## config.mk

```make
export PLATFORM = sky130hd
export DESIGN_NAME = vrs_queue
export DESIGN_NICKNAME = d
export VERILOG_FILES = /design/src/vrs_pkg.sv /design/src/vrs_queue.sv
export SDC_FILE = /design/constraint.sdc
export NUM_CORES = 1
export LEC_CHECK = 0
export ABC_AREA = 1
export BUFFER_PORTS_ARGS = -buffer_cell sky130_fd_sc_hd__buf_2
export CORE_UTILIZATION = 47
export CTS_CLUSTER_DIAMETER = 60
export DETAILED_ROUTE_END_ITERATION = 10
export PLACE_DENSITY_LB_ADDON = 0.25
export SLEW_MARGIN = 20
export SYNTH_ARGS = -nofsm -noshare
export SYNTH_HDL_FRONTEND = slang
export SYNTH_SLANG_ARGS = --single-unit
```

## constraint.sdc

```tcl
create_clock -name i_clk -period 2.1 [get_ports i_clk]
set_clock_uncertainty 0.15 [all_clocks]
set_input_delay 0.21 -clock i_clk [delete_from_list [all_inputs] [get_ports i_clk]]
set_output_delay 0.21 -clock i_clk [all_outputs]
set_load 0.02 [all_outputs]
```

## src/vrs_pkg.sv

```systemverilog
// ----------------------------------------------------------------------------
// vrs_pkg
// Shared types and codes for the variable record stack: command and status
// codes, the decoded operation that travels from the front end to the back end.
// ----------------------------------------------------------------------------
package vrs_pkg;

    localparam int LEN_W  = 10;   // record length / request field
    localparam int REQ_W  = 7;    // clamped request, up to 64
    localparam int BYTE_W = 8;
    localparam int FREE_W = 11;   // reported free bytes
    localparam int HDR_W  = 32;   // widest header, four bytes

    localparam int QUEUE_DEPTH = 2;
    localparam int QPTR_W      = 1;
    localparam int QCNT_W      = 2;

    localparam logic [1:0] CMD_PUSH  = 2'd0;
    localparam logic [1:0] CMD_POP   = 2'd1;
    localparam logic [1:0] CMD_PEEK  = 2'd2;
    localparam logic [1:0] CMD_CLEAR = 2'd3;

    localparam logic [1:0] ST_OK    = 2'd0;
    localparam logic [1:0] ST_FULL  = 2'd1;
    localparam logic [1:0] ST_EMPTY = 2'd2;

    typedef enum logic [2:0] {
        OP_PUSH_FIRST,
        OP_PUSH_DATA,
        OP_POP,
        OP_PEEK,
        OP_CLEAR
    } t_op_kind;

    typedef struct packed {
        t_op_kind              kind;
        logic [LEN_W-1:0]      len;
        logic [REQ_W-1:0]      req;
        logic [BYTE_W-1:0]     data;
    } t_op;

endpackage

```

## src/vrs_queue.sv

```systemverilog
// ----------------------------------------------------------------------------
// vrs_queue
// Two-entry operation queue between the front end and the back end.
// ----------------------------------------------------------------------------
module vrs_queue import vrs_pkg::*; (
    input  logic i_clk,
    input  logic i_rst_n,
    input  logic i_push,
    input  t_op  i_op,
    output logic o_full,
    output logic o_valid,
    output t_op  o_op,
    input  logic i_pop
);

    t_op               r_slot [QUEUE_DEPTH];
    logic [QPTR_W-1:0] r_wp;
    logic [QPTR_W-1:0] r_rp;
    logic [QCNT_W-1:0] r_count;
    logic              w_wr;
    logic              w_rd;

    assign o_full  = (r_count == QCNT_W'(QUEUE_DEPTH));
    assign o_valid = (r_count != '0);
    assign o_op    = r_slot[r_rp];
    assign w_wr    = i_push && !o_full;
    assign w_rd    = i_pop && o_valid;

    always_ff @(posedge i_clk) begin
        if (!i_rst_n) begin
            r_wp    <= '0;
            r_rp    <= '0;
            r_count <= '0;
        end else begin
            if (w_wr) begin
                r_wp <= r_wp + 1'b1;
            end
            if (w_rd) begin
                r_rp <= r_rp + 1'b1;
            end
            if (w_wr && !w_rd) begin
                r_count <= r_count + 1'b1;
            end else if (w_rd && !w_wr) begin
                r_count <= r_count - 1'b1;
            end
        end
        if (w_wr) begin
            r_slot[r_wp] <= i_op;
        end
    end

endmodule

```

==> impl_metrics.json <==
{
  "status": "finished clean",
  "critical_path.slowest_cell": "sky130_fd_sc_hd__dfxtp_2",
  "drt_iter0_drc": 68,
  "synthCells": 124,
  "antenna_violating_nets_left": 0,
  "cts_root_buf": "sky130_fd_sc_hd__clkbuf_8",
  "overflow": 0,
  "port_buffers": 61,
  "seq_area_um2": 1780,
  "max_frequency_mhz": 535,
  "floorplan.initialDensity": 0.495,
  "synth_cell_types": 16,
  "ys_ff_latch": 61,
  "min_path_cells": 4,
  "die_area_um2": 5330,
  "layout.nets": 260,
  "vdd.ir_drop.worst_uv": 624,
  "final_layout_size_suffix_gt1_frac": 0.481,
  "buffers_plus_inverters_on_the_worst_setup_path": 2,
  "ios": 62,
  "grt_util_all_layers": 0.174,
  "grt_pass1_wl_mm": 6.54,
  "cts_tree": "yes",
  "crit_arrival_ns": 1.51,
  "core_ar_um2": 4790,
  "power_density_nw_per_um2": 1190,
  "final_cell_area_um2": 3280,
  "fillerInstances": 330,
  "clkSinkCount": 61,
  "die_x_um": 73.0,
  "antenna_found_initial": 0,
  "slowest_delay_ns": 0.44,
  "place.detailed.hpwl_mm": 2.77,
  "period_share": 0.890,
  "critPathCaptureType": "output port",
  "slew_headroom": 0.842,
  "synthesis.nets": 157,
  "std_cell_rows": 25,
  "sink_of_the_worst_hold_path": "r_wp$_SDFFE_PN0P_",
  "synthesis.yosys.warnings": 0,
  "drv_cap": 0,
  "critPathMaxFanout": 21,
  "grt_pass1_vias": 1479,
  "routed_wl_mm": 4.21,
  "worst_skew_pair_later_pin_latency_ns": 0.31,
  "largest_net_degree_at_the_start_of_global_routing": 22,
  "synth-seq-area-share": 0.752,
  "layout.cells.most_common_list": "sky130_fd_sc_hd__buf_2, sky130_fd_sc_hd__edfxtp_1, sky130_fd_sc_hd__dlygate4sd3_1",
  "route.detailed.vias_per_inst": 4.59,
  "via_count": 1367,
  "cts_buffer_count": 9,
  "post_drt_wl_per_cell_um": 14.1,
  "clk_pin_slew_ns": 0.06,
  "critical_path_class": "reg2out",
  "r2r-start": "r_count[1]$_SDFFE_PN0P_",
  "drt_drc_violations_left": 0,
  "antenna_cells_inserted": 0,
  "worst_r2r_endpoint": "r_count[1]$_SDFFE_PN0P_",
  "worstHoldStart": "i_push",
  "static-leakage-power_nw": 1.33,
  "setup_viol": 0,
  "hold_class": "in2reg",
  "place.gp.congestion": 0.663,
  "drt_pre_antenna_iters": 4,
  "hold_viol": 0,
  "h-tree-depth": 3,
  "worst_setup_path_start_kind": "flip-flop",
  "dpl_cell_area_um2": 2760,
  "final_common_cell": "sky130_fd_sc_hd__buf_2",
  "critical_path.cell_chain": "buf_12 -> mux2_2 -> buf_2",
  "worst-slew-pin-transition_ns": 0.238,
  "dieHeight_um": 73.0,
  "clk_path_buf_depth": 2,
  "grt_setup_unrepaired": "false",
  "whs_ns": 0.140,
  "netlist_area_um2": 2370,
  "syn_avg_cell_area_um2": 19.1,
  "timing.final.crit_period_ns": 1.87,
  "cp_data_required_time_ns": 1.74,
  "worstRegToRegCells": 9,
  "critPathTopFamily": "flip-flops",
  "r2r_setup_slk_ns": 0.39,
  "multi_input_area_um2": 510,
  "timing_max_transition_violations_final": 0,
  "syn2layout_area_growth_pct": 38.5
}
[sequential cells by signal (all words and copies together), names as in the netlist, named ones only]
name / count
r_count: 2
r_wp: 1
r_slot: 56
r_rp: 1
[area by class of cell]
class | instances | share of cell area
Clock buffer | 9 | 0.0378
Clock inverter | 6 | 0.0313
Inverter | 8 | 0.00916
Multi-Input combinational cell | 52 | 0.156
Sequential cell | 61 | 0.544
Tap cell | 67 | 0.0256
Timing Repair Buffer | 95 | 0.197
[worst max path at each step]
stage	startpoint	to	slack [ns]	depth (start not counted)
2_1_floorplan	r_count[1]$_SDFFE_PN0P_	r_slot[1][0]$_DFFE_PP_	-0.14	3
3_3_place_gp	r_count[1]$_SDFFE_PN0P_	r_count[1]$_SDFFE_PN0P_	0.55	9
6_report	flip-flop	o_op[7]	0.23	3
4_1_cts	flip-flop	o_op[7]	0.20	3
3_5_place_dp	r_count[1]$_SDFFE_PN0P_	r_count[1]$_SDFFE_PN0P_	0.41	9
5_1_grt	flip-flop	o_op[7]	0.16	3
[timing repair]
item | in CTS | in global routing
gates resized for setup | 0 | 0
endpoints found under the hold margin | 57 | 0
buffers inserted | 0 | 0
hold buffers | 29 | 0
[tightest hold or removal path, stage by stage]
cell and delay [ns]:
sky130_fd_sc_hd__buf_2 0.08, sky130_fd_sc_hd__o21ai_2 0.08, sky130_fd_sc_hd__o21ai_0 0.15, sky130_fd_sc_hd__nor2_1 0.04
[synthesized netlist by cell type]
cell type	n	area, um2
sky130_fd_sc_hd__a21oi_1	1	5.00
sky130_fd_sc_hd__nand3_1	1	5.00
sky130_fd_sc_hd__o21ai_0	2	10.0
sky130_fd_sc_hd__mux2_4	20	300
sky130_fd_sc_hd__ha_1	1	12.5
sky130_fd_sc_hd__mux2_2	8	90.1
sky130_fd_sc_hd__buf_6	1	11.3
sky130_fd_sc_hd__nor2_1	9	33.8
sky130_fd_sc_hd__edfxtp_1	56	1680
sky130_fd_sc_hd__nand4_1	1	6.26
sky130_fd_sc_hd__nand2_1	7	26.3
sky130_fd_sc_hd__o21ai_2	1	8.76
sky130_fd_sc_hd__inv_1	8	30.0
sky130_fd_sc_hd__dfxtp_1	5	100
sky130_fd_sc_hd__o21a_1	1	7.51
sky130_fd_sc_hd__buf_12	2	40.0
[power breakdown]
group	switching (W)	total, W	internal, W
clock	0.000411	0.00118	0.000772
combinational	0.000605	0.00109	0.000485
sequential	0.0000754	0.00162	0.00154
[metrics by stage]
stage,setup TNS (ns),setup slack (ns),power [W],std cells,util
6_report,0,0.232,0.00389,298,0.685
3_3_place_gp,0,0.553,0.00264,254,0.577
3_5_place_dp,0,0.412,0.00269,254,0.577
4_1_cts,0,0.197,0.00393,298,0.685
2_1_floorplan,-7.96,-0.142,0.00241,124,-
5_1_grt,0,0.164,0.00406,298,0.685
[layer usage]
layer	wire length [um]	vias up	global-route usage	part of all wire
met5	0	-	0	0
met3	169	2	0.0442	0.040
met2	2270	40	0.311	0.54
met4	20	0	0.0915	0.0048
met1	1740	653	0.190	0.41
li1	-	672	-	-
[kinds of logic after synthesis]
family / after synthesis / share of synthesized area
AOI/OAI and AO/OA: 5 / 0.0132
adders and majority gates: 1 / 0.00528
buffers and inverters: 11 / 0.0343
DFF: 61 / 0.752
muxes: 28 / 0.165
and+or+nand+nor: 18 / 0.0301
Note: power is estimated with default switching activity, not from simulation.
