**src/vrs_pkg.sv**
```systemverilog
// ----------------------------------------------------------------------------
// vrs_pkg
// Shared types and codes for the variable record stack: command and status
// codes, the decoded operation that travels from the front end to the back end.
// ----------------------------------------------------------------------------
package vrs_pkg;

    localparam int LEN_W  = 10;   // record length / request field
    localparam int REQ_W  = 7;    // clamped request, up to 64
    localparam int BYTE_W = 8;
    localparam int FREE_W = 11;   // reported free bytes
    localparam int HDR_W  = 32;   // widest header, four bytes

    localparam int QUEUE_DEPTH = 2;
    localparam int QPTR_W      = 1;
    localparam int QCNT_W      = 2;

    localparam logic [1:0] CMD_PUSH  = 2'd0;
    localparam logic [1:0] CMD_POP   = 2'd1;
    localparam logic [1:0] CMD_PEEK  = 2'd2;
    localparam logic [1:0] CMD_CLEAR = 2'd3;

    localparam logic [1:0] ST_OK    = 2'd0;
    localparam logic [1:0] ST_FULL  = 2'd1;
    localparam logic [1:0] ST_EMPTY = 2'd2;

    typedef enum logic [2:0] {
        OP_PUSH_FIRST,
        OP_PUSH_DATA,
        OP_POP,
        OP_PEEK,
        OP_CLEAR
    } t_op_kind;

    typedef struct packed {
        t_op_kind              kind;
        logic [LEN_W-1:0]      len;
        logic [REQ_W-1:0]      req;
        logic [BYTE_W-1:0]     data;
    } t_op;

endpackage

```
**src/vrs_front.sv**
```systemverilog
// ----------------------------------------------------------------------------
// vrs_front
// Accepts command items, classifies them into operations, clamps read
// requests, and holds one decoded operation until the queue takes it.
// ----------------------------------------------------------------------------
module vrs_front import vrs_pkg::*; #(
    parameter int MAX_READ = 64
) (
    input  logic              i_clk,
    input  logic              i_rst_n,
    input  logic              start,
    output logic              busy,
    input  logic [1:0]        i_cmd,
    input  logic              i_first,
    input  logic [LEN_W-1:0]  i_length,
    input  logic [BYTE_W-1:0] i_in_byte,
    input  logic              i_q_full,
    output logic              o_op_valid,
    output t_op               o_op
);

    logic r_valid;
    t_op  r_op;
    t_op  n_op;
    logic w_accept;

    assign busy       = r_valid && i_q_full;
    assign w_accept   = start && !busy;
    assign o_op_valid = r_valid;
    assign o_op       = r_op;

    always_comb begin
        n_op.len  = i_length;
        n_op.data = i_in_byte;
        if (i_length > LEN_W'(MAX_READ)) begin
            n_op.req = REQ_W'(MAX_READ);
        end else begin
            n_op.req = REQ_W'(i_length);
        end
        case (i_cmd)
            CMD_PUSH:  n_op.kind = i_first ? OP_PUSH_FIRST : OP_PUSH_DATA;
            CMD_POP:   n_op.kind = OP_POP;
            CMD_PEEK:  n_op.kind = OP_PEEK;
            CMD_CLEAR: n_op.kind = OP_CLEAR;
            default:   n_op.kind = OP_CLEAR;
        endcase
    end

    always_ff @(posedge i_clk) begin
        if (!i_rst_n) begin
            r_valid <= 1'b0;
        end else begin
            r_valid <= w_accept || (r_valid && i_q_full);
        end
        if (w_accept) begin
            r_op <= n_op;
        end
    end

endmodule

```
**config.mk**
```make
export PLATFORM = sky130hd
export DESIGN_NAME = vrs_front
export DESIGN_NICKNAME = d
export VERILOG_FILES = /design/src/vrs_pkg.sv /design/src/vrs_front.sv
export SDC_FILE = /design/constraint.sdc
export NUM_CORES = 1
export LEC_CHECK = 0
export BUFFER_PORTS_ARGS = -buffer_cell sky130_fd_sc_hd__buf_2
export CORE_MARGIN = 5
export CORE_UTILIZATION = 35
export CTS_CLUSTER_SIZE = 8
export DETAILED_ROUTE_END_ITERATION = 10
export GPL_TIMING_DRIVEN = 0
export PLACE_DENSITY = 0.65
export SLEW_MARGIN = 10
export SYNTH_ARGS = -nofsm -noshare
export SYNTH_HDL_FRONTEND = slang
export SYNTH_SLANG_ARGS = --single-unit
```
**constraint.sdc**
```tcl
create_clock -name i_clk -period 2.75 [get_ports i_clk]
set_input_delay 0.275 -clock i_clk [delete_from_list [all_inputs] [get_ports i_clk]]
set_output_delay 0.275 -clock i_clk [all_outputs]
set_load 0.01 [all_outputs]
```
==> qor.yml, run 1 <==
cells_and_area:
  instances_no_fill: 141
  n_fill_cell: 243
  layout-drive-gt1-share_pct: 57.3
  syn_to_final_growth_pct: 37.6
  antennaDiodeCount: 0
  final_nets: 137
  final_cell_area_mm2: 0.00138
grt:
  grt_max_degree: 18
  grt_pass1_wl_um: 3190
  first_global_vias: 659
  grt_overflow: 0
  antenna_found_initial: 0
  gr-usage-all-layers_pct: 10.8
setup_path:
  arrival_ns: 1.61
  endpoint: "o_op[12]"
  rrSetupSlack_ns: 1.17
  cp-end-kind: "flop"
  r2r-start: "o_op_valid"
  worstPathMaxFanout: 17
  cp-startpoint: "o_op_valid"
  reg2reg_depth: 3
  path_class: "flop to flop"
  start_kind: "flop"
  required_ns: 2.78
  rr_endpoint: "o_op[12]"
yosys:
  synth.avg_cell_area_um2: 21.3
  synth_nets: 75
  ys_types: 9
  syn_inst: 47
  netlist_area_mm2: 0.00100
  yosysTopAreaCellShare_pct: 83.9
  ys_ff_latch: 29
  ys_seq_area_share_pct: 85.9
  yosys-top-cells-area: "edfxtp_1 84%, and2_1 4.4%, ha_1 3.7%, nor4_4 2.1%, dfxtp_1 2.0%"
  ys_warn_count: 0
  synth.largest_area_cell: "edfxtp_1"
cts:
  cts_max_level: 2
  cts_buffers: 5
  cts_root_buffer: "clkbuf_4"
  cts_tree: "built"
  cts_resized: 0
  path_clk_slew_ns: 0.09
  clk_path_buf_depth: 2
  clk_latency_ns: 0.31
  cts_setup_buffers: 0
  holdBufCountCts: 0
  clock_sinks: 29
place:
  gp_congestion: 0.651
  dp_hpwl_um: 1490
  place_inst: 133
  place_ws_ns: 1.10
  place_area_mm2: 0.00133
  portBuffers: 54
worst_hold_path:
  hold_path.class: "input pin to flop"
power_and_ir_drop:
  p_total_uw: 829
  p_leak_nw: 0.604
  irDropWorstVdd_v: 0.000372
  p_per_area_mw_per_mm2: 601
timing:
  report.final.slew_viol_count: 0
  timing.final.crit_share_pct: 57.5
  skew_ns: 0.00326
  rsz0062_at_grt: "no"
  fin_crit_ns: 1.58
  worstMarginPinSlew_ns: 0.643
  max_freq_mhz: 632
  slew_headroom_pct: 57.0
  setup_ws_ns: 1.17
  setup_viol: 0
  hold_viol_final: 0
  fin_setup_tns_ns: 0
drt:
  vias_per_cell: 4.44
  drt_iter0_drc: 13
  first_pass_iters: 4
  drc_errors: 0
  antenna_left: 0
  wire_per_inst_um: 13.8
  finalWirelength_um: 1950
  vias: 626
flow_run:
  drv_cap: 0
floorplan:
  dieArea_mm2: 0.00403
  io_pins: 55
  core-area_mm2: 0.00276
  rows: 19
  start_util_pct: 36.3
  die_h_um: 63.5
  fp.dieW_um: 63.5
status:
  outcome: "finished clean"
[cell usage in the layout, fill, tap and decap left out]
cell,Yosys,layout
buf_8,0,1
ha_1,3,3
inv_1,4,4
clkinv_2,0,1
o21a_1,1,1
buf_2,0,54
clkbuf_4,0,5
dfxtp_1,1,1
nor4_4,1,1
nor2b_2,0,1
and2_1,7,7
mux2i_1,1,1
clkinv_1,0,2
edfxtp_1,28,28
[worst max-delay path, stage by stage, from the launching register on]
cell     delay [ns]
dfxtp_1        0.32
and2_1         0.18
nor2b_2        0.53
buf_8          0.25
[power by group]
part	switching (mW)	internal, mW	leakage, nW
combinational	0.0450	0.0359	0.294
sequential	0.00535	0.514	0.280
clock	0.137	0.0921	0.0300
total	0.187	0.642	0.604
[worst min path at each step]
| stage | slack [ns] | cells past startpoint | to | start |
|---|---|---|---|---|
| after floorplan | 0.37 | 0 | o_op[0] | i_in_byte[0] |
| after global placement | 0.45 | 1 | o_op[6] | i_in_byte[6] |
| after detailed placement | 0.45 | 1 | o_op[4] | i_in_byte[4] |
| after CTS | 0.11 | 1 | o_op[4] | i_in_byte[4] |
| after global routing | 0.10 | 1 | o_op[2] | i_in_byte[2] |
| final | 0.13 | 1 | o_op[4] | i_in_byte[4] |
[metal layers]
metal	up-vias	global-route usage [%]	wire length, µm
met5	-	0	0
met2	34	17.9	1000
met3	7	4.80	193
met4	0	8.57	60
met1	288	10.1	696
li1	297	-	-
[logic make-up (layout without fill, tap and decap cells)]
| group | Yosys count | count (layout) | synth area share [%] |
|---|---|---|---|
| AOI/OAI and AO/OA | 1 | 1 | 0.749 |
| buffers and inverters | 4 | 67 | 1.50 |
| muxes | 1 | 1 | 0.999 |
| adders and majority gates | 3 | 3 | 3.75 |
| and+or+nand+nor | 9 | 9 | 7.12 |
| DFF | 29 | 29 | 85.9 |
[state kept, by name, indices dropped and copies added, names as in the netlist]
register,flops
o_op,28
o_op_valid,1
[synthesized netlist by cell type]
cell,number
and2_1,7
o21a_1,1
nor2b_1,1
dfxtp_1,1
inv_1,4
nor4_4,1
mux2i_1,1
ha_1,3
edfxtp_1,28
[stage by stage]
step | utilization, % | hold WS (ns)
after floorplan | - | 0.374
after global placement | 47.5 | 0.452
after detailed placement | 48.2 | 0.454
after CTS | 50.0 | 0.110
after global routing | 50.0 | 0.104
final | 50.0 | 0.129
[area by class of cell]
class	count	area [µm²]	share of cell area, %
Timing Repair Buffer	55	285	20.7
Clock buffer	5	37.5	2.72
Clock inverter	3	12.5	0.907
Inverter	4	15.0	1.09
Multi-Input combinational cell	14	129	9.35
Sequential cell	29	861	62.4
Tap cell	31	38.8	2.81
No activity file was read; power rests on OpenSTA's default activity.
==> inputs of run 2 (changes only) <==
Settings changed: ABC_AREA set to 1, PLACE_DENSITY 0.65 to not set.
Clock period 2.75 ns to 1.6 ns, I/O delays scaled along.
==> run 2 against run 1 <==
Compared with the run above:
- hold slack lost 0.10 ns
- critical path type unchanged
- utilization grew 3.0 points
- wire length grew 1.9%
- worst setup slack lost 0.99 ns
- sequential power grew 72%
- via count grew 9.9%
- highest routed layer unchanged
- sequential cell count is the same
- largest cell class unchanged
- cell area grew 6.9%
- synthesized cell count grew 32%
- clock power grew 140%
- maximum frequency grew 11%
- global-route usage shrank 0.29 points
==> qor.yml, run 2 <==
cells_and_area:
  syn_to_final_growth_pct: 42.8
  multiInputGateArea_um2: 138
  antennaDiodeCount: 0
  final-seq-area_um2: 861
  layout-drive-gt1-share_pct: 48.8
  n_fill_cell: 253
  instances_no_fill: 160
  largest_reg_flops: 28
  final_nets: 156
  final_cell_mix: "54 x buf_2, 28 x edfxtp_1, 11 x inv_1, 10 x nor2_1"
  layout_commonest_cell: "buf_2"
  final_cell_area_mm2: 0.00147
drt:
  first_pass_iters: 4
  drt_iter0_drc: 22
  wire_per_inst_um: 12.4
  antenna_left: 0
  vias_per_cell: 4.30
  drc_errors: 0
  vias: 688
  finalWirelength_um: 1990
timing:
  worstMarginPinSlew_ns: 0.760
  hold_viol_final: 0
  fin_setup_tns_ns: 0
  fin_crit_ns: 1.42
  slew_headroom_pct: 49.2
  rsz0062_at_grt: "no"
  report.final.slew_viol_count: 0
  skew_ns: 0.00676
  timing.final.crit_share_pct: 88.8
  max_freq_mhz: 703
  hold_ws_ns: 0.0280
  setup_viol: 0
cts:
  path_clk_slew_ns: 0.08
  cts_buffers: 5
  cts_tree: "built"
  cts_setup_buffers: 0
  cts_resized: 0
  clk_latency_ns: 0.32
  cts_root_buffer: "clkbuf_4"
  cts_max_level: 2
  clk_path_buf_depth: 2
  clock_sinks: 29
setup_path:
  arrival_ns: 1.36
  r2r-start: "o_op_valid"
  rrSetupSlack_ns: 0.18
  path_class: "flop to flop"
  required_ns: 1.54
  reg2reg_depth: 3
  endpoint: "o_op[1]"
  start_kind: "flop"
  worstPathMaxFanout: 28
  cp-end-kind: "flop"
  cp-startpoint: "o_op_valid"
  rr_endpoint: "o_op[1]"
yosys:
  netlist_area_mm2: 0.00103
  ys_types: 11
  synth.most_common_cell: "edfxtp_1"
  synth_flop_cell: "edfxtp_1"
  async_flop_share_pct: 0
  synth_edf_count: 28
  syn_inst: 62
  ys_ff_latch: 29
  synthTopCellsByCount: "28 x edfxtp_1, 11 x inv_1, 11 x nor2_1"
  synth.largest_area_cell: "edfxtp_1"
  yosysTopAreaCellShare_pct: 81.5
  synth_nets: 90
  synth.avg_cell_area_um2: 16.6
  ys_seq_area_share_pct: 83.4
  yosys-top-cells-area: "edfxtp_1 81%, inv_1 4.0%, nor2_1 4.0%, ha_1 3.6%, dfxtp_1 1.9%"
  ys_warn_count: 0
grt:
  grt_max_degree: 29
  grt_overflow: 0
  antenna_found_initial: 0
  grt_pass1_wl_um: 3040
  first_global_vias: 705
  gr-usage-all-layers_pct: 10.5
worst_hold_path:
  min_path_cells: 1
  hold_path.class: "input pin to flop"
place:
  place_area_mm2: 0.00135
  gp_congestion: 0.651
  place_inst: 147
  portBuffers: 54
  dp_hpwl_um: 1470
floorplan:
  core-area_mm2: 0.00278
  die_h_um: 64.3
  fp.dieW_um: 64.3
  rows: 19
  dieArea_mm2: 0.00414
  io_pins: 55
  start_util_pct: 37.1
power_and_ir_drop:
  p_int_mw: 1.28
  clkPwrFrac_pct: 34.6
  p_total_mw: 1.60
  seqPwrFrac_pct: 55.8
  p_comb_share_pct: 9.6
  p_leak_nw: 0.682
  irDropWorstVdd_v: 0.000695
  p_switching_uw: 323
  p_per_area_mw_per_mm2: 1080
  switching_share_pct: 20.2
flow_run:
  drv_cap: 0
status:
  outcome: "finished clean"
-- run 2: changes by cell type in the layout (fill, tap and decap cells not counted), sizes merged, moves of 2 or more --
| cell | previous run | this run |
|---|---|---|
| and2 | 7 | 0 |
| clkinv | 3 | 1 |
| dlygate4sd3 | 0 | 5 |
| inv | 4 | 11 |
| nand2 | 0 | 4 |
| nor2 | 0 | 11 |
-- run 2: power groups by stage --
stage	clock [mW]	sequential [mW]	combinational (mW)
floorplan	0	0.936	0.0345
global placement	0	0.909	0.144
detailed placement	0	0.910	0.147
CTS	0.578	0.893	0.153
global route	0.620	0.898	0.170
finish	0.553	0.893	0.153
-- run 2: cells by family (layout without fill, tap and decap cells) --
| kind of cell | Yosys count | in the layout | share of synthesized area, % |
|---|---|---|---|
| flops | 29 | 29 | 83.4 |
| simple gates | 17 | 17 | 7.76 |
| buf+inv | 11 | 78 | 4.00 |
| fa+ha+maj | 3 | 3 | 3.64 |
| compound gates | 2 | 2 | 1.21 |
-- run 2: layer usage --
layer	global-route usage, %	vias up	routed length [µm]
li1	-	343	-
met1	8.93	302	659
met2	17.0	37	988
met3	8.76	6	302
met4	5.34	0	40
met5	0	-	0
-- run 2: area by class of cell --
class	instances	share of cell area, %
timing repair buffer	59	21.7
sequential	29	58.4
clock inverter	2	2.29
clock buffer	6	2.80
tap	31	2.63
multi-input combinational	22	9.34
inverter	11	2.80
-- run 2: what timing repair did --
action / in CTS / in global routing
hold buffers: 3 / 2
endpoints found under the setup margin: 0 / 0
hold endpoints to repair: 3 / 2
-- run 2: worst min-delay path by stage --
stage / startpoint / end / slack (ns)
after detailed placement: i_in_byte[5] / o_op[5] / 0.34
after global routing: i_length[6] / o_op[21] / 0.001
final: i_in_byte[1] / o_op[1] / 0.03
after floorplan: i_in_byte[0] / o_op[0] / 0.26
after global placement: i_in_byte[6] / o_op[6] / 0.34
after CTS: i_in_byte[3] / o_op[3] / 0.01
-- run 2: stage by stage --
stage | worst slack [ns] | util (%)
4_1_cts | 0.148 | 52.3
3_5_place_dp | 0.167 | 48.5
3_3_place_gp | 0.200 | 48.5
2_1_floorplan | 0.271 | -
5_1_grt | 0.0529 | 53.0
6_report | 0.178 | 53.0
-- run 2: critical path, stage by stage, from the launching register on --
cell	delay, ns
dfxtp_1	0.32
nand2_1	0.07
inv_1	0.07
nor2_4	0.59
==> inputs of run 3 (changes only) <==
Clock period 1.6 ns to 1.4 ns, I/O delays scaled along.
==> run 3 against run 2 <==
Compared with the run above:
- combinational power up 29%
- utilization rose by 3.3 points
- maximum frequency grew 17%
- power is 16% higher
- wire length increased by 8.4%
- clock skew about the same
- cell count grew 5.6%
- clock power rose by 14%
- critical path depth stayed put
- register-to-register slack is essentially flat
==> qor.yml, run 3 (synthesis results as in run 2) <==
status:
  outcome: "finished clean"
drt:
  drc_errors: 0
  drt_iter0_drc: 16
  first_pass_iters: 3
  wire_per_inst_um: 12.8
  vias_per_cell: 4.35
  antenna_left: 0
  finalWirelength_um: 2160
  vias: 735
cells_and_area:
  layout_commonest_cell: "buf_2"
  largest_reg_flops: 28
  layout-drive-gt1-share_pct: 46.4
  antennaDiodeCount: 0
  fin_util_pct: 56.3
  final_cell_area_mm2: 0.00157
  final_nets: 165
  final_cell_mix: "54 x buf_2, 28 x edfxtp_1, 13 x dlygate4sd3_1, 11 x inv_1, 10 x nor2_1"
  syn_to_final_growth_pct: 51.6
timing:
  fin_crit_ns: 1.21
  rsz0062_at_grt: "no"
  fin_setup_tns_ns: 0
  timing.final.crit_share_pct: 86.7
  skew_ns: 0.00678
  worstMarginPinSlew_ns: 0.397
  setup_ws_ns: 0.186
  max_freq_mhz: 823
  report.final.slew_viol_count: 0
  setup_viol: 0
  hold_viol_final: 0
  slew_headroom_pct: 73.5
place:
  dp_hpwl_um: 1470
  portBuffers: 54
  gp_congestion: 0.651
  place_area_mm2: 0.00135
  place_ws_ns: -0.0329
setup_path:
  start_kind: "flop"
  worstPathMaxFanout: 14
  cp-end-kind: "flop"
  arrival_ns: 1.18
  required_ns: 1.37
  path_class: "flop to flop"
  rrSetupSlack_ns: 0.19
grt:
  first_global_vias: 759
  grt_pass1_wl_um: 3260
  grt_overflow: 0
  gr-usage-all-layers_pct: 11.2
  antenna_found_initial: 0
  grt_max_degree: 15
power_and_ir_drop:
  p_per_area_mw_per_mm2: 1180
  irDropWorstVdd_v: 0.000823
  p_leak_nw: 0.719
  p_switching_uw: 376
  switching_share_pct: 20.4
  p_int_mw: 1.47
  clkPwrFrac_pct: 34.2
  p_comb_share_pct: 10.6
  seqPwrFrac_pct: 55.2
  p_total_mw: 1.85
cts:
  path_clk_slew_ns: 0.08
  cts_max_level: 2
  clk_path_buf_depth: 2
  clk_latency_ns: 0.31
  cts_buffers: 5
  cts_tree: "built"
  clock_sinks: 29
  cts_root_buffer: "clkbuf_4"
flow_run:
  drv_cap: 0
floorplan:
  core-area_mm2: 0.00278
  io_pins: 55
  fp.dieW_um: 64.3
  dieArea_mm2: 0.00414
  rows: 19
  start_util_pct: 37.1
  die_h_um: 64.3
worst_hold_path:
  hold_path.class: "input pin to flop"
==> run 3: cell types whose count changed in the layout (fill, tap and decap cells not counted), sizes merged <==
cell / delta
dlygate4sd3: +8
nor2: +1
==> run 3: repair_timing <==
| item | in CTS | in global routing |
|---|---|---|
| setup endpoints to repair | 28 | 0 |
| hold buffers | 9 | 4 |
| hold endpoints to repair | 9 | 4 |
| buffers inserted | 0 | 0 |
| gates resized for setup | 1 | 0 |
==> run 3: power groups by stage <==
| stage | logic (mW) | registers (mW) | clock network [mW] |
|---|---|---|---|
| after global routing | 0.218 | 1.03 | 0.708 |
| after CTS | 0.192 | 1.02 | 0.660 |
| after global placement | 0.164 | 1.04 | 0 |
| final | 0.197 | 1.02 | 0.633 |
| after detailed placement | 0.168 | 1.04 | 0 |
| after floorplan | 0.0395 | 1.07 | 0 |
==> run 3: path summary, 6_finish.rpt <==
kind | depth (start not counted) | startpoint | endpoint
hold / removal | 1 | i_length[2] | o_op[17]
setup reg to reg | 3 | o_op_valid | o_op[1]
setup / recovery | 3 | o_op_valid | o_op[1]
hold reg to reg | 2 | o_op_valid | o_op_valid
==> run 3: critical path: stages, from the launching register on <==
cell and delay [ns]:
dfxtp_1 0.32, nand2_1 0.07, inv_1 0.11, nor2_4 0.36
==> run 3: layout make-up <==
cell class	count	area [µm²]
sequential	29	861
inverter	11	41.3
tap	31	38.8
timing repair buffer	67	400
clock buffer	6	41.3
fill	237	1220
multi-input combinational	23	149
clock inverter	2	33.8
==> run 3: stage by stage <==
stage / instances / hold WS, ns
2_1_floorplan: 62 / 0.239
3_3_place_gp: 147 / 0.320
3_5_place_dp: 147 / 0.318
4_1_cts: 165 / 0.000117
5_1_grt: 169 / 0.00794
6_report: 169 / 0.0383
==> run 3: metal layers <==
layer,track usage (%),up-vias,wire length [µm]
li1,-,364,-
met1,9.38,328,717
met2,19.2,38,1120
met3,8.58,5,294
met4,5.34,0,27
met5,0,-,0
